--- config.mk ---
export PLATFORM = sky130hd
export DESIGN_NAME = csv_record_splitter_core_flat
export DESIGN_NICKNAME = d
export VERILOG_FILES = /design/src/hdl/csvrs_pkg.sv /design/src/hdl/csvrs_if.sv /design/src/hdl/csvrs_csr_regs.sv /design/src/hdl/csvrs_scanner.sv /design/src/hdl/csvrs_result_reg.sv /design/src/hdl/csv_record_splitter_core.sv /design/src/flat_wrapper.sv
export SDC_FILE = /design/constraint.sdc
export NUM_CORES = 1
export LEC_CHECK = 0
export BUFFER_PORTS_ARGS = -buffer_cell sky130_fd_sc_hd__buf_2
export CORE_ASPECT_RATIO = 1.25
export CORE_MARGIN = 3
export CORE_UTILIZATION = 36
export DETAILED_ROUTE_END_ITERATION = 8
export SYNTH_ARGS = -nofsm -noshare
export SYNTH_HDL_FRONTEND = slang
export SYNTH_SLANG_ARGS = --single-unit
--- constraint.sdc ---
create_clock -name clock -period 6.35 [get_ports clock]
set_clock_uncertainty 0.1 [all_clocks]
set_input_delay 1.27 -clock clock [delete_from_list [all_inputs] [get_ports clock]]
set_output_delay 1.27 -clock clock [all_outputs]
set_load 0.02 [all_outputs]
--- src/hdl/csvrs_pkg.sv ---
// Shared types, codes and character constants of the CSV record splitter.
// Has no dependencies; every other file of the block refers to it by scoped name.
`default_nettype none

package csvrs_pkg;

   // Internal counter widths.
   localparam int OFFSET_BITS     = 32;
   localparam int LENGTH_BITS     = 24;
   // Widths of the fields on the ports.
   localparam int OUT_OFFSET_BITS = 32;
   localparam int OUT_LENGTH_BITS = 24;
   localparam int MAXLEN_BITS     = 24;
   localparam int CMP_BITS        = (LENGTH_BITS > MAXLEN_BITS) ? LENGTH_BITS : MAXLEN_BITS;

   typedef logic [OFFSET_BITS-1:0]     offset_type;
   typedef logic [LENGTH_BITS-1:0]     length_type;
   typedef logic [OUT_OFFSET_BITS-1:0] out_offset_type;
   typedef logic [OUT_LENGTH_BITS-1:0] out_length_type;
   typedef logic [MAXLEN_BITS-1:0]     maxlen_type;
   typedef logic [CMP_BITS-1:0]        cmp_type;

   localparam length_type LENGTH_MAX = '1;

   localparam logic [7:0] CHAR_QUOTE = 8'h22;
   localparam logic [7:0] CHAR_LF    = 8'h0A;
   localparam logic [7:0] CHAR_CR    = 8'h0D;
   localparam logic [7:0] CHAR_NUL   = 8'h00;

   typedef enum logic {
      FUNC_DATA = 1'b0,
      FUNC_END  = 1'b1
   } func_type;

   typedef enum logic [1:0] {
      STATUS_OK         = 2'd0,
      STATUS_TOO_LONG   = 2'd1,
      STATUS_OPEN_QUOTE = 2'd2
   } status_type;

   typedef enum logic {
      REG_ESCAPE_BYTE       = 1'b0,
      REG_MAX_RECORD_LENGTH = 1'b1
   } reg_index_type;

   localparam logic [7:0] ESCAPE_RESET  = 8'h00;
   localparam maxlen_type MAXLEN_RESET  = '1;

   typedef struct packed {
      logic       func;
      logic [7:0] data_byte;
   } item_type;

   typedef struct packed {
      logic [7:0] escape_byte;
      maxlen_type max_record_length;
   } cfg_type;

   typedef struct packed {
      out_offset_type record_offset;
      out_length_type record_length;
      logic [1:0]     status;
      out_offset_type quote_offset;
      logic           at_end;
   } result_type;

endpackage

`default_nettype wire

--- src/hdl/csvrs_if.sv ---
// Channel interfaces of the CSV record splitter: request, result and register write.
// Depends on csvrs_pkg for the field widths.
`default_nettype none

interface csvrs_req_if;
   logic       valid;
   logic       ready;
   logic       func;
   logic [7:0] data_byte;

   modport source (output valid, output func, output data_byte, input ready);
   modport sink   (input valid, input func, input data_byte, output ready);
endinterface

interface csvrs_rsp_if;
   logic                      valid;
   logic                      ready;
   csvrs_pkg::out_offset_type record_offset;
   csvrs_pkg::out_length_type record_length;
   logic [1:0]                status;
   csvrs_pkg::out_offset_type quote_offset;
   logic                      at_end;

   modport source (output valid, output record_offset, output record_length,
                   output status, output quote_offset, output at_end, input ready);
   modport sink   (input valid, input record_offset, input record_length,
                   input status, input quote_offset, input at_end, output ready);
endinterface

interface csvrs_csr_if;
   logic                  valid;
   logic                  ready;
   logic                  index;
   csvrs_pkg::maxlen_type data;

   modport source (output valid, output index, output data, input ready);
   modport sink   (input valid, input index, input data, output ready);
endinterface

`default_nettype wire

--- src/hdl/csvrs_csr_regs.sv ---
// Configuration registers of the CSV record splitter: escape byte and length limit.
// Depends on csvrs_pkg and the csvrs_csr_if interface.
`default_nettype none

module csvrs_csr_regs (
   input  wire logic        clock,
   input  wire logic        reset,
   csvrs_csr_if.sink        csr_if,
   output csvrs_pkg::cfg_type cfg
);

   logic [7:0]            escape_ff, escape_in;
   csvrs_pkg::maxlen_type maxlen_ff, maxlen_in;

   assign csr_if.ready = 1'b1;

   always_comb begin
      escape_in = escape_ff;
      maxlen_in = maxlen_ff;
      if (csr_if.valid) begin
         case (csr_if.index)
            csvrs_pkg::REG_ESCAPE_BYTE:       escape_in = csr_if.data[7:0];
            csvrs_pkg::REG_MAX_RECORD_LENGTH: maxlen_in = csr_if.data;
            default: ;
         endcase
      end
   end

   always_ff @(posedge clock) begin
      if (reset) begin
         escape_ff <= csvrs_pkg::ESCAPE_RESET;
         maxlen_ff <= csvrs_pkg::MAXLEN_RESET;
      end else begin
         escape_ff <= escape_in;
         maxlen_ff <= maxlen_in;
      end
   end

   assign cfg.escape_byte       = escape_ff;
   assign cfg.max_record_length = maxlen_ff;

endmodule

`default_nettype wire

--- src/hdl/csvrs_scanner.sv ---
// Per-byte scanner of the CSV record splitter: quote, escape and line-break state
// and the record result that an item causes. Depends on csvrs_pkg.
`default_nettype none

module csvrs_scanner (
   input  wire logic             clock,
   input  wire logic             reset,
   input  wire logic             step,
   input  wire csvrs_pkg::item_type item,
   input  wire csvrs_pkg::cfg_type  cfg,
   output logic                  has_result,
   output csvrs_pkg::result_type result
);

   csvrs_pkg::offset_type pos_ff, pos_in;
   csvrs_pkg::offset_type begin_ff, begin_in;
   csvrs_pkg::offset_type open_ff, open_in;
   csvrs_pkg::length_type len_ff, len_in;
   logic inq_ff, inq_in;
   logic qsp_ff, qsp_in;
   logic esc_ff, esc_in;
   logic lfs_ff, lfs_in;
   logic cr_ff, cr_in;

   logic                  emit_open;
   logic                  done;
   logic [7:0]            b;
   csvrs_pkg::offset_type pos_next;
   csvrs_pkg::length_type len_count;
   csvrs_pkg::length_type rep_len;
   csvrs_pkg::status_type status;

   assign b         = item.data_byte;
   assign pos_next  = pos_ff + csvrs_pkg::offset_type'(1);
   assign len_count = (len_ff == csvrs_pkg::LENGTH_MAX) ? len_ff
                                                        : len_ff + csvrs_pkg::length_type'(1);

   // Result fields come from the state before the item is applied.
   always_comb begin
      rep_len = (cr_ff && len_ff != '0) ? len_ff - csvrs_pkg::length_type'(1) : len_ff;
      if (emit_open)
         status = csvrs_pkg::STATUS_OPEN_QUOTE;
      else if (len_ff == csvrs_pkg::LENGTH_MAX ||
               csvrs_pkg::cmp_type'(rep_len) > csvrs_pkg::cmp_type'(cfg.max_record_length))
         status = csvrs_pkg::STATUS_TOO_LONG;
      else
         status = csvrs_pkg::STATUS_OK;
      result.record_offset = csvrs_pkg::out_offset_type'(begin_ff);
      result.record_length = csvrs_pkg::out_length_type'(rep_len);
      result.status        = status;
      result.quote_offset  = (status == csvrs_pkg::STATUS_OPEN_QUOTE) ?
                             csvrs_pkg::out_offset_type'(open_ff) : '0;
      result.at_end        = (item.func == csvrs_pkg::FUNC_END);
   end

   always_comb begin
      pos_in     = pos_ff;
      begin_in   = begin_ff;
      open_in    = open_ff;
      len_in     = len_ff;
      inq_in     = inq_ff;
      qsp_in     = qsp_ff;
      esc_in     = esc_ff;
      lfs_in     = lfs_ff;
      cr_in      = cr_ff;
      has_result = 1'b0;
      emit_open  = 1'b0;
      done       = 1'b0;

      if (item.func == csvrs_pkg::FUNC_END) begin
         if (inq_ff) begin
            has_result = 1'b1;
            emit_open  = 1'b1;
         end else if (pos_ff != begin_ff) begin
            has_result = 1'b1;
         end
         pos_in   = '0;
         begin_in = '0;
         open_in  = '0;
         len_in   = '0;
         inq_in   = 1'b0;
         qsp_in   = 1'b0;
         esc_in   = 1'b0;
         lfs_in   = 1'b0;
         cr_in    = 1'b0;
      end else begin
         pos_in = pos_next;

         // An LF straight after a CR terminator belongs to that terminator.
         if (lfs_ff) begin
            lfs_in = 1'b0;
            if (b == csvrs_pkg::CHAR_LF) begin
               begin_in = pos_next;
               done     = 1'b1;
            end
         end

         // Inside quotes the escape check comes before everything else.
         if (!done && inq_ff && cfg.escape_byte != csvrs_pkg::CHAR_NUL) begin
            if (esc_ff) begin
               esc_in = 1'b0;
               len_in = len_count;
               cr_in  = (b == csvrs_pkg::CHAR_CR);
               done   = 1'b1;
            end else if (b == cfg.escape_byte) begin
               esc_in = 1'b1;
               len_in = len_count;
               cr_in  = (b == csvrs_pkg::CHAR_CR);
               done   = 1'b1;
            end
         end

         if (!done && b == csvrs_pkg::CHAR_QUOTE) begin
            if (inq_ff) begin
               inq_in = 1'b0;
               qsp_in = 1'b1;
            end else if (qsp_ff) begin
               inq_in = 1'b1;
               qsp_in = 1'b0;
            end else begin
               inq_in  = 1'b1;
               open_in = pos_ff;
            end
            len_in = len_count;
            cr_in  = 1'b0;
            done   = 1'b1;
         end

         if (!done) begin
            qsp_in = 1'b0;
            if (!inq_ff && (b == csvrs_pkg::CHAR_LF || b == csvrs_pkg::CHAR_CR)) begin
               has_result = 1'b1;
               begin_in   = pos_next;
               len_in     = '0;
               cr_in      = 1'b0;
               esc_in     = 1'b0;
               lfs_in     = (b == csvrs_pkg::CHAR_CR);
            end else begin
               len_in = len_count;
               cr_in  = (b == csvrs_pkg::CHAR_CR);
            end
         end
      end
   end

   always_ff @(posedge clock) begin
      if (reset) begin
         pos_ff   <= '0;
         begin_ff <= '0;
         open_ff  <= '0;
         len_ff   <= '0;
         inq_ff   <= 1'b0;
         qsp_ff   <= 1'b0;
         esc_ff   <= 1'b0;
         lfs_ff   <= 1'b0;
         cr_ff    <= 1'b0;
      end else if (step) begin
         pos_ff   <= pos_in;
         begin_ff <= begin_in;
         open_ff  <= open_in;
         len_ff   <= len_in;
         inq_ff   <= inq_in;
         qsp_ff   <= qsp_in;
         esc_ff   <= esc_in;
         lfs_ff   <= lfs_in;
         cr_ff    <= cr_in;
      end
   end

endmodule

`default_nettype wire

--- src/hdl/csvrs_result_reg.sv ---
// Result register of the CSV record splitter, driving the result channel.
// Depends on csvrs_pkg and the csvrs_rsp_if interface.
`default_nettype none

module csvrs_result_reg (
   input  wire logic             clock,
   input  wire logic             reset,
   input  wire logic             load,
   input  wire csvrs_pkg::result_type result,
   output logic                  free,
   csvrs_rsp_if.source           rsp_if
);

   logic                  valid_ff, valid_in;
   csvrs_pkg::result_type data_ff;

   assign free     = !valid_ff || rsp_if.ready;
   assign valid_in = load || (valid_ff && !rsp_if.ready);

   always_ff @(posedge clock) begin
      if (reset)
         valid_ff <= 1'b0;
      else
         valid_ff <= valid_in;
   end

   always_ff @(posedge clock) begin
      if (load)
         data_ff <= result;
   end

   assign rsp_if.valid         = valid_ff;
   assign rsp_if.record_offset = data_ff.record_offset;
   assign rsp_if.record_length = data_ff.record_length;
   assign rsp_if.status        = data_ff.status;
   assign rsp_if.quote_offset  = data_ff.quote_offset;
   assign rsp_if.at_end        = data_ff.at_end;

endmodule

`default_nettype wire

--- src/hdl/csv_record_splitter_core.sv ---
// Top level of the CSV record splitter: input register, scanner, result register
// and configuration registers. Depends on csvrs_pkg, the csvrs interfaces and submodules.
`default_nettype none

// The splitter takes a CSV stream one byte per item, followed by an end-of-input
// item, and returns one item for every record it finds. It accepts one item in
// every clock cycle: each item is held in the input register, the scanner
// applies it to the quote and line-break state from there, and any result it
// causes is written to the result register, which drives the result channel.
// The only thing that slows acceptance is back-pressure on the result channel:
// while a result waits untaken, the input register holds one further item and
// then stalls. The scanner only moves while the result register is free, so
// items that cause no result are held back in the same way. There is no clearing
// pass after reset. The end-of-input item returns all stream state to its reset
// values, so the next byte is at offset zero; the escape byte and length limit
// are kept.

module csv_record_splitter_core (
   input  wire logic   clock,
   input  wire logic   reset,
   csvrs_req_if.sink   req_if,
   csvrs_rsp_if.source rsp_if,
   csvrs_csr_if.sink   csr_if
);

   csvrs_pkg::cfg_type    cfg;
   csvrs_pkg::result_type result;
   logic                  has_result;
   logic                  out_free;
   logic                  advance;

   // Input register: one item held until the scanner can apply it.
   logic                in_valid_ff, in_valid_in;
   csvrs_pkg::item_type in_item_ff;
   logic                accept;

   // The scanner moves only when a result, if any, has somewhere to go.
   assign advance      = in_valid_ff && out_free;
   assign req_if.ready = !in_valid_ff || advance;
   assign accept       = req_if.valid && req_if.ready;
   assign in_valid_in  = accept || (in_valid_ff && !advance);

   always_ff @(posedge clock) begin
      if (reset)
         in_valid_ff <= 1'b0;
      else
         in_valid_ff <= in_valid_in;
   end

   always_ff @(posedge clock) begin
      if (accept) begin
         in_item_ff.func      <= req_if.func;
         in_item_ff.data_byte <= req_if.data_byte;
      end
   end

   csvrs_csr_regs u_csr_regs (
      .clock  (clock),
      .reset  (reset),
      .csr_if (csr_if),
      .cfg    (cfg)
   );

   csvrs_scanner u_scanner (
      .clock      (clock),
      .reset      (reset),
      .step       (advance),
      .item       (in_item_ff),
      .cfg        (cfg),
      .has_result (has_result),
      .result     (result)
   );

   csvrs_result_reg u_result_reg (
      .clock  (clock),
      .reset  (reset),
      .load   (advance && has_result),
      .result (result),
      .free   (out_free),
      .rsp_if (rsp_if)
   );

   // An open quote can only be reported by the end-of-input item.
   assert property (@(posedge clock) disable iff (reset)
      rsp_if.valid && rsp_if.status == csvrs_pkg::STATUS_OPEN_QUOTE |-> rsp_if.at_end)
      else $error("open quote status on a result not caused by end of input");

   // The quote offset is only filled in for an open quote.
   assert property (@(posedge clock) disable iff (reset)
      rsp_if.valid && rsp_if.status != csvrs_pkg::STATUS_OPEN_QUOTE |->
         rsp_if.quote_offset == '0)
      else $error("quote offset set on a result without open quote status");

   // A record reported as ok never exceeds the configured limit.
   assert property (@(posedge clock) disable iff (reset)
      rsp_if.valid && rsp_if.status == csvrs_pkg::STATUS_OK |->
         rsp_if.record_length <= cfg.max_record_length)
      else $error("ok record longer than the configured limit");

   // A held item that can move on is consumed, so the input register frees up.
   assert property (@(posedge clock) disable iff (reset)
      in_valid_ff && out_free && !req_if.valid |=> !in_valid_ff)
      else $error("input register kept an item that the scanner took");

endmodule

`default_nettype wire
--- src/flat_wrapper.sv ---
// flat-port wrapper written by rule: the top's interface ports become plain ports
module csv_record_splitter_core_flat 
  (clock, reset, req_if_valid, req_if_func, req_if_data_byte, req_if_ready, rsp_if_valid, rsp_if_record_offset, rsp_if_record_length, rsp_if_status, rsp_if_quote_offset, rsp_if_at_end, rsp_if_ready, csr_if_valid, csr_if_index, csr_if_data, csr_if_ready);
  csvrs_req_if req_if_i ();
  csvrs_rsp_if rsp_if_i ();
  csvrs_csr_if csr_if_i ();
  input  wire logic clock;
  input  wire logic reset;
  input wire logic [$bits(req_if_i.valid)-1:0] req_if_valid;
  input wire logic [$bits(req_if_i.func)-1:0] req_if_func;
  input wire logic [$bits(req_if_i.data_byte)-1:0] req_if_data_byte;
  output wire logic [$bits(req_if_i.ready)-1:0] req_if_ready;
  output wire logic [$bits(rsp_if_i.valid)-1:0] rsp_if_valid;
  output wire logic [$bits(rsp_if_i.record_offset)-1:0] rsp_if_record_offset;
  output wire logic [$bits(rsp_if_i.record_length)-1:0] rsp_if_record_length;
  output wire logic [$bits(rsp_if_i.status)-1:0] rsp_if_status;
  output wire logic [$bits(rsp_if_i.quote_offset)-1:0] rsp_if_quote_offset;
  output wire logic [$bits(rsp_if_i.at_end)-1:0] rsp_if_at_end;
  input wire logic [$bits(rsp_if_i.ready)-1:0] rsp_if_ready;
  input wire logic [$bits(csr_if_i.valid)-1:0] csr_if_valid;
  input wire logic [$bits(csr_if_i.index)-1:0] csr_if_index;
  input wire logic [$bits(csr_if_i.data)-1:0] csr_if_data;
  output wire logic [$bits(csr_if_i.ready)-1:0] csr_if_ready;
  assign req_if_i.valid = req_if_valid;
  assign req_if_i.func = req_if_func;
  assign req_if_i.data_byte = req_if_data_byte;
  assign req_if_ready = req_if_i.ready;
  assign rsp_if_valid = rsp_if_i.valid;
  assign rsp_if_record_offset = rsp_if_i.record_offset;
  assign rsp_if_record_length = rsp_if_i.record_length;
  assign rsp_if_status = rsp_if_i.status;
  assign rsp_if_quote_offset = rsp_if_i.quote_offset;
  assign rsp_if_at_end = rsp_if_i.at_end;
  assign rsp_if_i.ready = rsp_if_ready;
  assign csr_if_i.valid = csr_if_valid;
  assign csr_if_i.index = csr_if_index;
  assign csr_if_i.data = csr_if_data;
  assign csr_if_ready = csr_if_i.ready;
  csv_record_splitter_core u_core (.clock(clock), .reset(reset), .req_if(req_if_i), .rsp_if(rsp_if_i), .csr_if(csr_if_i));
endmodule
Word level (Yosys, flattened, before mapping)
Cells that the tools add are included.
W data, S select, Z words.
- flip-flop bits (word level): 259
- output and inout bits: 94
- logic and storage cells: 128
- add/subtract/negate cells: 3
- magnitude comparators: 1
- equal/unequal tests: 12
- mux-type cells: 59
- bitwise gates (word level): 1
- reductions and logical operators: 32
- operators with widths (operator ; count):
    $mux W32 ; 10
    $mux W24 ; 9
    $mux W1 ; 39
    $add A32 B1 Y32 const B ; 1
    $ne A32 B32 Y1 ; 1
    $add A24 B1 Y24 const B ; 1
    $eq A24 B24 Y1 const B ; 1
    $gt A24 B24 Y1 ; 1
    $reduce_bool A24 Y1 ; 1
    $sub A24 B1 Y24 const B ; 1
    $eq A8 B4 Y1 const B ; 2
    $logic_and A1 B1 Y1 ; 10
    $eq A8 B6 Y1 const B ; 1
    $eq A8 B8 Y1 ; 1
    $reduce_and A2 Y1 ; 4
    $reduce_bool A8 Y1 ; 1
    $logic_not A1 Y1 ; 7
    $logic_or A1 B1 Y1 ; 6
    $ne A5 B4 Y1 const B ; 1
    $ne A2 B1 Y1 const B ; 2
    $ne A4 B3 Y1 const B ; 1
    $reduce_and A4 Y1 ; 1
    $ne A3 B2 Y1 const B ; 1
    $reduce_and A3 Y1 ; 1
    other kinds (4) ; 4

Longest topological paths before layout
Gate-level depths: netlist (run 1).
- depth after elaboration: 17
- mapped depth: 16
- mapped depth without buffers: 14

Modules after synthesis
Synthesis (run 1) repeated with hierarchy kept, for this count alone.
- cell total of the unflattened synthesis: 1185
- area, all modules: 12185.4 um2
- modules (own cells, without submodules) (module ; times used ; cells each ; area each (um2)):
    csvrs_scanner ; 1 ; 954 ; 7788.7
    csvrs_result_reg ; 1 ; 95 ; 2778.9
    csvrs_csr_regs ; 1 ; 120 ; 1277.5
    csv_record_splitter_core ; 1 ; 16 ; 340.3

Least setup slack after synthesis (run 1)
No wires, ideal clock.
- path kind: in2reg
- from: input rsp_if_ready
- to: register u_core.u_result_reg.data_ff, in the netlist u_core.u_result_reg.rsp_if.at_end (enable)
- library setup time: 0.541 ns
- data arrival time: 5.567 ns
- data required time: 5.709 ns
- path slack: 0.141 ns
- stages on the path: 4
- path buffers: 0
- path through: nor2b_1 > nor2_1 > nand2_1 > nor2_1
- word-level cells in the longest chain between the ends: 3
- ends and longest elaborated chain (element ; RTL line ; RTL):
    start, declared ; flat_wrapper.sv:19 ; input wire logic [$bits(rsp_if_i.ready)-1:0] rsp_if_ready;
    $logic_or A1 B1 Y1 ; csvrs_result_reg.sv:17 ; assign free = !valid_ff || rsp_if.ready;
    $logic_and A1 B1 Y1 ; csv_record_splitter_core.sv:38 ; assign advance = in_valid_ff && out_free;
    $logic_and A1 B1 Y1 ; csv_record_splitter_core.sv:77 ; .load (advance && has_result),
    via u_core.u_result_reg.load ; csvrs_result_reg.sv:8 ; input wire logic load,
    end signal, assigned ; csvrs_result_reg.sv:29 ; data_ff <= result;
    end, declared ; csvrs_result_reg.sv:15 ; csvrs_pkg::result_type data_ff;
The timed path passes the listed nets, and every way through them passes these cells.
A chain may end at the register's enable or synchronous reset.

==> results of run 1 <==
-- layout make-up --
type | count | area [sq um]
Inverter | 35 | 131
Clock buffer | 35 | 746
Tap cell | 418 | 523
Multi-Input combinational cell | 847 | 5260
Fill cell | 3250 | 19000
Timing Repair Buffer | 142 | 753
Sequential cell | 259 | 6190
Clock inverter | 15 | 150
-- how the worst min path moves through the flow --
stage / endpoint / slack [ns] / cells after the start
detailed placement: u_core.u_scanner.open_ff[31] / 0.34 / 2
global placement: u_core.u_scanner.open_ff[25] / 0.34 / 2
floorplan: u_core.u_scanner.open_ff[30] / 0.33 / 2
CTS: u_core.u_scanner.open_ff[31] / 0.35 / 2
finish: u_core.u_scanner.open_ff[5] / 0.35 / 2
global route: u_core.u_scanner.open_ff[31] / 0.36 / 2
-- metrics by stage --
| step | utilization | area (sq um) |
|---|---|---|
| 2_1_floorplan | - | 12000 |
| 3_3_place_gp | 0.392 | 12900 |
| 3_5_place_dp | 0.392 | 12900 |
| 4_1_cts | 0.419 | 13700 |
| 5_1_grt | 0.419 | 13700 |
| 6_report | 0.419 | 13700 |
-- logic make-up (layout without fill, tap and decap cells) --
| family | Yosys count | in the layout |
|---|---|---|
| multiplexers | 11 | 11 |
| buffers and inverters | 139 | 227 |
| adder cells (fa/ha/maj) | 27 | 27 |
| AND/OR/NAND/NOR | 479 | 479 |
| XOR/XNOR | 106 | 106 |
| AO/OA/AOI/OAI | 223 | 223 |
| flip-flops | 259 | 259 |
| other | 1 | 1 |
-- worst max-delay path: cells and delay by family, from the launching register on --
| family | cells | cell delay (ns) |
|---|---|---|
| DFF | 1 | 0.39 |
| xor gates and xnor gates | 1 | 0.28 |
| adders and majority gates | 1 | 0.31 |
| AOI/OAI and AO/OA | 5 | 1.19 |
| and+or+nand+nor | 3 | 1.44 |
-- state kept, by name, indices dropped and copies added (netlist names), 24 cells and up --
register and cells:
u_core.u_result_reg.rsp_if.quote_offset 32, u_core.u_scanner.open_ff 32, u_core.u_result_reg.rsp_if.record_length 24, u_core.u_csr_regs.maxlen_ff 24, u_core.u_result_reg.rsp_if.record_offset 32, u_core.u_scanner.len_ff 24
u_core.u_scanner.begin_ff 32, u_core.u_scanner.pos_ff 32
-- routing by layer --
metal	vias to the layer above	routed length [um]	track usage
met5	-	64	0
met4	10	1250	0.0672
met3	81	1770	0.0330
met2	253	16600	0.324
met1	4472	12400	0.201
li1	4561	-	-
-- power breakdown --
| group | leakage, nW | internal [mW] | switching, mW |
|---|---|---|---|
| combinational | 2.94 | 0.0522 | 0.109 |
| sequential | 2.30 | 1.74 | 0.0156 |
| clock | 0.441 | 0.946 | 0.654 |
-- cells in the final DEF, fill, tap and decap left out, types with 22 or more instances in the layout --
| cell | count |
|---|---|
| sky130_fd_sc_hd__dfxtp_1 | 159 |
| sky130_fd_sc_hd__nor4_1 | 22 |
| sky130_fd_sc_hd__nor3_1 | 39 |
| sky130_fd_sc_hd__inv_1 | 34 |
| sky130_fd_sc_hd__nand2_1 | 118 |
| sky130_fd_sc_hd__o21ai_0 | 66 |
| sky130_fd_sc_hd__nand3_1 | 57 |
| sky130_fd_sc_hd__clkbuf_16 | 27 |
| sky130_fd_sc_hd__a211o_1 | 24 |
| sky130_fd_sc_hd__a21oi_1 | 83 |
| sky130_fd_sc_hd__ha_1 | 27 |
| sky130_fd_sc_hd__buf_2 | 130 |
| sky130_fd_sc_hd__xor2_1 | 63 |
| sky130_fd_sc_hd__nor2_1 | 79 |
| sky130_fd_sc_hd__edfxtp_1 | 100 |
| sky130_fd_sc_hd__or3_1 | 25 |
| sky130_fd_sc_hd__and3_1 | 66 |
| sky130_fd_sc_hd__xnor2_1 | 42 |
==> flow_summary.toml, run 1 <==
[run_status]
run_status = "finished clean"

[setup_path]
worst-endpoint-required_ns = 6.54
cell_seen_most_often_among_critical_path_stages = "sky130_fd_sc_hd__or4_4"
r2r.worst_path.cells = 10
worstSetupStartpoint = "u_core.u_scanner.len_ff[8]"
timing.setup.critical_path_class = "flip-flop to flip-flop"
startpoint_class_of_the_critical_path = "flip-flop"
critical_path_arrival_ns = 4.13
r2r-start = "u_core.u_scanner.len_ff[8]"
endpoint_kind = "flip-flop"
worstReg2RegEnd = "u_core.u_result_reg.rsp_if.status[0]"
crit_path_top_delay_cell = "sky130_fd_sc_hd__or4_4"
critPathMaxStageDelay_ns = 0.62
cp_cell_sequence = "or4_4, or4_4, nor3_1, xor2_1, ha_1, a2111oi_0, o221ai_1, a222oi_1, o21a_1, a21oi_1"
timing.reg2reg.setup_slack_ns = 2.41
critical_path_peak_fanout = 8
endpoint = "u_core.u_result_reg.rsp_if.status[0]"

[final_layout]
n_antenna_cell = 0
post_layout_nonfiller_instances = 1751
finalNetCount = 1378
final_layout_size_suffix_gt1_frac = 0.156
synthToLayoutAreaGrowth_pct = 14.4

[yosys]
synthTopCellsByCount = "sky130_fd_sc_hd__dfxtp_1 (159), sky130_fd_sc_hd__nand2_1 (118), sky130_fd_sc_hd__edfxtp_1 (100), sky130_fd_sc_hd__a21oi_1 (83), sky130_fd_sc_hd__nor2_1 (80)"
synth_edf_count = 100
synth_warnings = 0
share_of_the_synthesized_area_in_compound_gates_ao_oa_aoi_oai = 0.111
synthDistinctLibCells = 64
synth_register_bits = 259
avgSynthCellArea_sq_um = 9.65
synth_top_family_by_area = "simple AND/OR/NAND/NOR gates"
yosys.area_share.simple = 0.210
yosys.area.top_type = "sky130_fd_sc_hd__dfxtp_1"
net_count_after_synthesis = 1311
async_reset_ff_frac = 0
synthesis.area_sq_um = 12000
synth_xor_area_frac = 0.0779
post_synthesis_adder_cell_area_fraction = 0.0281
synth-main-ff-cell = "sky130_fd_sc_hd__dfxtp_1"
synth.mux.area_fraction = 0.00916
synthCells = 1245
synth-seq-area-share = 0.515
yosysTopAreaCellShare = 0.265
synth.top_cells.by_area = "sky130_fd_sc_hd__dfxtp_1 (26%), sky130_fd_sc_hd__edfxtp_1 (25%), sky130_fd_sc_hd__xor2_1 (4.6%)"
synthMostInstantiatedCell = "sky130_fd_sc_hd__dfxtp_1"

[die]
die_span_x_um = 169
initial_core_util = 0.367
floorplan.core_area_sq_um = 32800
io-pin-count = 133
row_count = 74
design.die.area_sq_um = 35600
die_h_um = 210

[sta]
worst_hold_slack_ns = 0.346
max_freq_mhz = 254
timing.final.max_slew_violations = 0
layout_setup_ws_ns = 2.41
finalSetupTns_ns = 0
post-route-period-util = 0.621
relSlewSlack = 0.266
setup_viol_count_final = 0
rsz0062_at_grt = "no"
tightest_pin_transition_ns = 1.10
layout_min_cycle_time_ns = 3.94
finalHoldViolations = 0

[clocking]
worst_setup_hold_path_clk_slew_ns = 0.07
clock_sink_count = 259
cts_tree = "done"
worst_skew_pair.late_latency_ns = 0.53
ctsRootBufferMaster = "sky130_fd_sc_hd__clkbuf_16"
post_cts_resized = 0
cts_max_level = 1
postCtsSetupRepairBufs = 0
cts_buffers = 27
clockBufferDepth = 3
ctsHoldBuffers = 0

[power_and_ir_drop]
power.leakage_nw = 5.68
maximum_vdd_drop_mv = 0.186
powerDensity_nw_per_um2 = 256
finalPower_mw = 3.52

[routing]
drt-pass1-iter-count = 6
vias_per_cell = 5.36
post_drt_wl_per_cell_um = 18.3
route.final.wire_length_um = 32000
drt-initial-drc-count = 723
drtAntennaViolNets = 0
total_number_of_vias = 9377
drc = 0

[placement]
globalplace.congestion = 0.870
io_buffer_count = 131
hpwlAfterDp_um = 22700
pre_cts_slack_ns = 2.42
dp_cells = 1701

[grt]
track_usage = 0.176
first_global_vias = 9187
grt_remaining_overflow = 0
pin_count_of_the_biggest_net_entering_global_routing = 68
grt_pass1_wl_um = 50300
antenna_found_initial = 5

[job]
cap_viol_max_count = 0

[hold_path]
hp-start = "u_core.u_scanner.open_ff[5]"
min_path_type = "flip-flop to flip-flop"
Note: power is estimated with default switching activity, not from simulation.
==> run 2, diff against run 1 <==
- clock period: 6.35 -> 3.95 ns (I/O delays scaled with it)
==> run 2 against run 1 <==
First-iteration DRC count is 11% lower. Cell count rose by 1.2%. Register-to-register slack got worse by 2.3 ns. Clock power up 67%. Critical path depth did not move. Via count up 0.52%. Combinational power grew 67%. Die area unchanged. Final area increased by 1.5%. Largest cell class unchanged.
==> flow_summary.toml, run 2 (same netlist as run 1, synthesis figures left out) <==
[final_layout]
multi_input_comb_area_sq_um = 5280
num-fill-cells = 3259
post_layout_nonfiller_instances = 1772
synthToLayoutAreaGrowth_pct = 16.1
finalNetCount = 1399
mostFrequentLayoutCell = "sky130_fd_sc_hd__dfxtp_1"
n_antenna_cell = 0
final_layout_size_suffix_gt1_frac = 0.173
final_cell_mix = "sky130_fd_sc_hd__dfxtp_1 (159), sky130_fd_sc_hd__buf_2 (130), sky130_fd_sc_hd__nand2_1 (118)"
register_area_sq_um = 6190

[setup_path]
cell_seen_most_often_among_critical_path_stages = "sky130_fd_sc_hd__or4_4"
timing.reg2reg.setup_slack_ns = 0.14
worstSetupStartpoint = "u_core.u_scanner.len_ff[8]"
startpoint_class_of_the_critical_path = "flip-flop"
worst-endpoint-required_ns = 4.15
cp_cell_sequence = "or4_4, or4_4, nor3_1, xor2_1, ha_1, a2111oi_0, o221ai_1, a222oi_1, o21a_1, a21oi_1"
timing.setup.critical_path_class = "flip-flop to flip-flop"
endpoint = "u_core.u_result_reg.rsp_if.status[0]"
r2r-start = "u_core.u_scanner.len_ff[8]"
path_delay_family = "simple AND/OR/NAND/NOR gates"
worstReg2RegEnd = "u_core.u_result_reg.rsp_if.status[0]"
worst-path-buf-inv = 0
endpoint_kind = "flip-flop"
critical_path_arrival_ns = 4.01
critical_path_peak_fanout = 6
crit_path_top_delay_cell = "sky130_fd_sc_hd__or4_4"
timing.critical_path.depth = 10
critPathMaxStageDelay_ns = 0.59
r2r.worst_path.cells = 10

[power_and_ir_drop]
power.share.clock = 0.463
share_comb_of_total_power = 0.047
maximum_vdd_drop_mv = 0.265
swShare = 0.226
cell_internal_pwr_mw = 4.47
power.net_switching_mw = 1.31
powerDensity_nw_per_um2 = 414
power.leakage_nw = 5.81
seq_power_share = 0.490

[sta]
finalHoldViolations = 0
finalSetupTns_ns = 0
post-route-period-util = 0.963
setup_viol_count_final = 0
relSlewSlack = 0.275
tightest_pin_transition_ns = 1.09
max_freq_mhz = 263
timing.final.max_slew_violations = 0
rsz0062_at_grt = "no"
layout_min_cycle_time_ns = 3.81

[grt]
track_usage = 0.184
grtUsageMet3 = 0.0296
antenna_found_initial = 2
grt_pass1_wl_um = 51700
groute.layer.met1.usage = 0.205
pin_count_of_the_biggest_net_entering_global_routing = 63
first_global_vias = 9481
grt.busiest_layer = "met2"
grt_remaining_overflow = 0
grt.met2_usage = 0.336

[routing]
drtAntennaViolNets = 0
total_number_of_vias = 9426
route.final.wire_length_um = 33200
drt-pass1-iter-count = 5
post_drt_wl_per_cell_um = 18.8
drc = 0
vias_per_cell = 5.32
drt-initial-drc-count = 643

[clocking]
clockBufferDepth = 3
worst_skew_pair.late_latency_ns = 0.57
cts_max_level = 1
worst_setup_hold_path_clk_slew_ns = 0.06
ctsRootBufferMaster = "sky130_fd_sc_hd__clkbuf_16"
clock_sink_count = 259
postCtsSetupRepairBufs = 0
ctsHoldBuffers = 0
cts_buffers = 27
cts_tree = "done"

[hold_path]
holdPathStages = 1
min_path_type = "input port to flip-flop"

[die]
die_h_um = 210
row_count = 74
floorplan.core_area_sq_um = 32800
design.die.area_sq_um = 35600
initial_core_util = 0.367
die_span_x_um = 169
io-pin-count = 133

[run_status]
run_status = "finished clean"

[placement]
hpwlAfterDp_um = 23600
globalplace.congestion = 0.861
dp_cells = 1722
io_buffer_count = 131

[job]
cap_viol_max_count = 0
## run 2: cell count changes in the layout (fill, tap and decap cells not counted)
cell,before,now
sky130_fd_sc_hd__buf_12,1,0
sky130_fd_sc_hd__buf_4,11,33
sky130_fd_sc_hd__clkbuf_16,27,28
sky130_fd_sc_hd__clkinv_1,5,1
sky130_fd_sc_hd__clkinv_2,5,6
sky130_fd_sc_hd__clkinv_4,0,1
sky130_fd_sc_hd__clkinvlp_4,1,2
sky130_fd_sc_hd__inv_16,0,1
sky130_fd_sc_hd__inv_6,1,0
sky130_fd_sc_hd__nor4_1,22,21
sky130_fd_sc_hd__nor4_4,4,5
## run 2: worst register-to-register path, cell delays in order (launching register included)
cell	delay, ns
sky130_fd_sc_hd__dfxtp_1	0.31
sky130_fd_sc_hd__or4_4	0.59
sky130_fd_sc_hd__or4_4	0.57
sky130_fd_sc_hd__nor3_1	0.25
sky130_fd_sc_hd__xor2_1	0.26
sky130_fd_sc_hd__ha_1	0.31
sky130_fd_sc_hd__a2111oi_0	0.37
sky130_fd_sc_hd__o221ai_1	0.21
sky130_fd_sc_hd__a222oi_1	0.36
sky130_fd_sc_hd__o21a_1	0.18
sky130_fd_sc_hd__a21oi_1	0.06
## run 2: what timing repair did
action / in CTS / in global routing
endpoints found under the hold margin: 0 / 0
gates resized for setup: 0 / 2
setup endpoints to repair: 0 / 1
## run 2: power groups by stage
stage | Sequential [mW] | Combinational, mW | Clock (mW)
2_1_floorplan | 2.90 | 0.160 | 0
3_3_place_gp | 2.89 | 0.271 | 0
3_5_place_dp | 2.89 | 0.274 | 0
4_1_cts | 2.83 | 0.275 | 2.74
5_1_grt | 2.83 | 0.300 | 2.84
6_report | 2.83 | 0.271 | 2.67
## run 2: stage by stage
| step | setup WS (ns) | power, mW | cell area [sq um] | util | hold WS, ns |
|---|---|---|---|---|---|
| floorplan | 0.268 | 3.06 | 12000 | - | 0.327 |
| global placement | 0.281 | 3.16 | 13000 | 0.397 | 0.336 |
| detailed placement | 0.220 | 3.16 | 13000 | 0.397 | 0.342 |
| CTS | 0.175 | 5.85 | 13900 | 0.425 | 0.297 |
| global route | 0.000487 | 5.98 | 14000 | 0.426 | 0.301 |
| finish | 0.145 | 5.78 | 14000 | 0.426 | 0.315 |
## run 2: per-layer routing
metal / up-vias / wire length [um]
met5: - / 27
met4: 4 / 1640
met3: 83 / 1590
met2: 264 / 17100
met1: 4470 / 12800
li1: 4605 / -
## run 2: cell type report
type | count | share of cell area
multi-input cells | 847 | 0.378
well taps | 418 | 0.0375
clock buffers | 36 | 0.0552
flip-flops and latches | 259 | 0.443
inverters | 35 | 0.00942
clock inverters | 14 | 0.0120
repair buffers | 163 | 0.0644
## run 2: worst min path at each step
stage | from | to
finish | req_if_func | u_core.in_item_ff[8]
global route | req_if_data_byte[6] | u_core.in_item_ff[6]
CTS | req_if_func | u_core.in_item_ff[8]
detailed placement | u_core.u_scanner.open_ff[24] | u_core.u_scanner.open_ff[24]
global placement | u_core.u_scanner.open_ff[16] | u_core.u_scanner.open_ff[16]
floorplan | u_core.u_scanner.open_ff[30] | u_core.u_scanner.open_ff[30]
==> run 3, diff against run 2 <==
- PLACE_DENSITY: unset -> 0.56
==> run 3 against run 2 <==
Count of clock-buffer cells in the layout up 2. Total power down 0.60%. Sequential power about the same. Register-to-register slack better by 0.15 ns. Fmax up 4.0%. Setup slack better by 0.15 ns. Highest routed layer unchanged.
==> flow_summary.toml, run 3 (same netlist as run 1, synthesis figures left out) <==
[setup_path]
worstReg2RegEnd = "u_core.u_result_reg.rsp_if.status[0]"
endpoint_kind = "flip-flop"
endpoint = "u_core.u_result_reg.rsp_if.status[0]"
crit_path_top_delay_cell = "sky130_fd_sc_hd__or4_4"
r2r.worst_path.cells = 10
critPathMaxStageDelay_ns = 0.60
startpoint_class_of_the_critical_path = "flip-flop"
cp_cell_sequence = "or4_4, or4_4, nor3_1, xor2_1, ha_1, a2111oi_1, o221ai_1, a222oi_1, o21a_1, a21oi_1"
timing.reg2reg.setup_slack_ns = 0.29
r2r-start = "u_core.u_scanner.len_ff[8]"
critical_path_peak_fanout = 6
worstSetupStartpoint = "u_core.u_scanner.len_ff[8]"
cell_seen_most_often_among_critical_path_stages = "sky130_fd_sc_hd__or4_4"
timing.setup.critical_path_class = "flip-flop to flip-flop"
critical_path_arrival_ns = 3.84
worst-endpoint-required_ns = 4.14

[final_layout]
final_layout_size_suffix_gt1_frac = 0.172
n_antenna_cell = 0
layout.cell_area.non_filler_sq_um = 13900
mostFrequentLayoutCell = "sky130_fd_sc_hd__dfxtp_1"
final_cell_mix = "sky130_fd_sc_hd__dfxtp_1 (159), sky130_fd_sc_hd__buf_2 (130), sky130_fd_sc_hd__nand2_1 (118)"
finalNetCount = 1401
synthToLayoutAreaGrowth_pct = 16.1
post-route-util = 0.425
post_layout_nonfiller_instances = 1775

[clocking]
worst_skew_pair.late_latency_ns = 0.54
ctsHoldBuffers = 0
cts_max_level = 1
postCtsSetupRepairBufs = 0
ctsRootBufferMaster = "sky130_fd_sc_hd__clkbuf_16"
cts_buffers = 28
cts_tree = "done"
clock_sink_count = 259
clockBufferDepth = 3
worst_setup_hold_path_clk_slew_ns = 0.06

[die]
die_span_x_um = 169
floorplan.core_area_sq_um = 32800
design.die.area_sq_um = 35600
initial_core_util = 0.367
row_count = 74
io-pin-count = 133
die_h_um = 210

[grt]
grt_remaining_overflow = 0
first_global_vias = 9154
track_usage = 0.181
groute.layer.met1.usage = 0.209
grt_pass1_wl_um = 51700
pin_count_of_the_biggest_net_entering_global_routing = 65
antenna_found_initial = 2
grtUsageMet3 = 0.0310
grt.busiest_layer = "met2"
grt.met2_usage = 0.335

[sta]
worst_hold_slack_ns = 0.318
layout_setup_ws_ns = 0.292
finalSetupTns_ns = 0
relSlewSlack = 0.433
max_freq_mhz = 273
tightest_pin_transition_ns = 0.848
rsz0062_at_grt = "no"
timing.final.max_slew_violations = 0
post-route-period-util = 0.926
finalHoldViolations = 0
setup_viol_count_final = 0
layout_min_cycle_time_ns = 3.66

[power_and_ir_drop]
cell_internal_pwr_mw = 4.45
share_comb_of_total_power = 0.047
power.share.clock = 0.459
maximum_vdd_drop_mv = 0.324
finalPower_mw = 5.74
swShare = 0.226
powerDensity_nw_per_um2 = 412
seq_power_share = 0.493
power.leakage_nw = 5.82
power.net_switching_mw = 1.30

[placement]
pre_cts_slack_ns = 0.281
globalplace.congestion = 0.846
dp_cells = 1723
dpl-instance-area_sq_um = 13000
io_buffer_count = 131
hpwlAfterDp_um = 23500

[run_status]
run_status = "finished clean"

[routing]
vias_per_cell = 5.29
drt-pass1-iter-count = 5
post_drt_wl_per_cell_um = 18.6
drt-initial-drc-count = 703
route.final.wire_length_um = 33100
drtAntennaViolNets = 0
total_number_of_vias = 9396
drc = 0

[job]
cap_viol_max_count = 0

[hold_path]
min_path_type = "input port to flip-flop"
run 3: critical path, delay by kind of cell, from the launching register on:
family	cells	cell delay [ns]
and+or+nand+nor	3	1.40
adders and majority gates	1	0.29
xor gates and xnor gates	1	0.21
AOI/OAI and AO/OA	5	1.08
DFF	1	0.31
run 3: power by group through the flow:
stage                     Combinational (mW)  Clock, mW  Sequential [mW]
after floorplan                        0.160          0             2.90
after global placement                 0.272          0             2.89
after detailed placement               0.276          0             2.89
after CTS                              0.276       2.71             2.83
after global routing                   0.303       2.82             2.83
final                                  0.273       2.64             2.83
run 3: how the worst min path moves through the flow:
stage	startpoint	end	cells after the start
detailed placement	u_core.u_scanner.open_ff[4]	u_core.u_scanner.open_ff[4]	2
floorplan	u_core.u_scanner.open_ff[30]	u_core.u_scanner.open_ff[30]	2
global route	req_if_data_byte[0]	u_core.in_item_ff[0]	1
finish	req_if_func	u_core.in_item_ff[8]	1
global placement	u_core.u_scanner.open_ff[26]	u_core.u_scanner.open_ff[26]	2
CTS	req_if_func	u_core.in_item_ff[8]	1
run 3: metal layers:
metal / share of wire / routed length, um / up-vias
li1: - / - / 4608
met1: 0.40 / 13100 / 4468
met2: 0.51 / 17000 / 246
met3: 0.050 / 1650 / 70
met4: 0.038 / 1270 / 4
met5: 0.00063 / 21 / -
run 3: layout make-up:
cell class,instances,area [sq um]
fillers,3289,18800
flip-flops and latches,259,6190
multi-input cells,847,5270
repair buffers,164,906
clock buffers,38,801
well taps,418,523
inverters,35,131
clock inverters,14,129
run 3: timing repair:
| action | in CTS | in global routing |
|---|---|---|
| gates resized for setup | 0 | 2 |
| setup endpoints to repair | 0 | 1 |
| hold endpoints to repair | 0 | 0 |
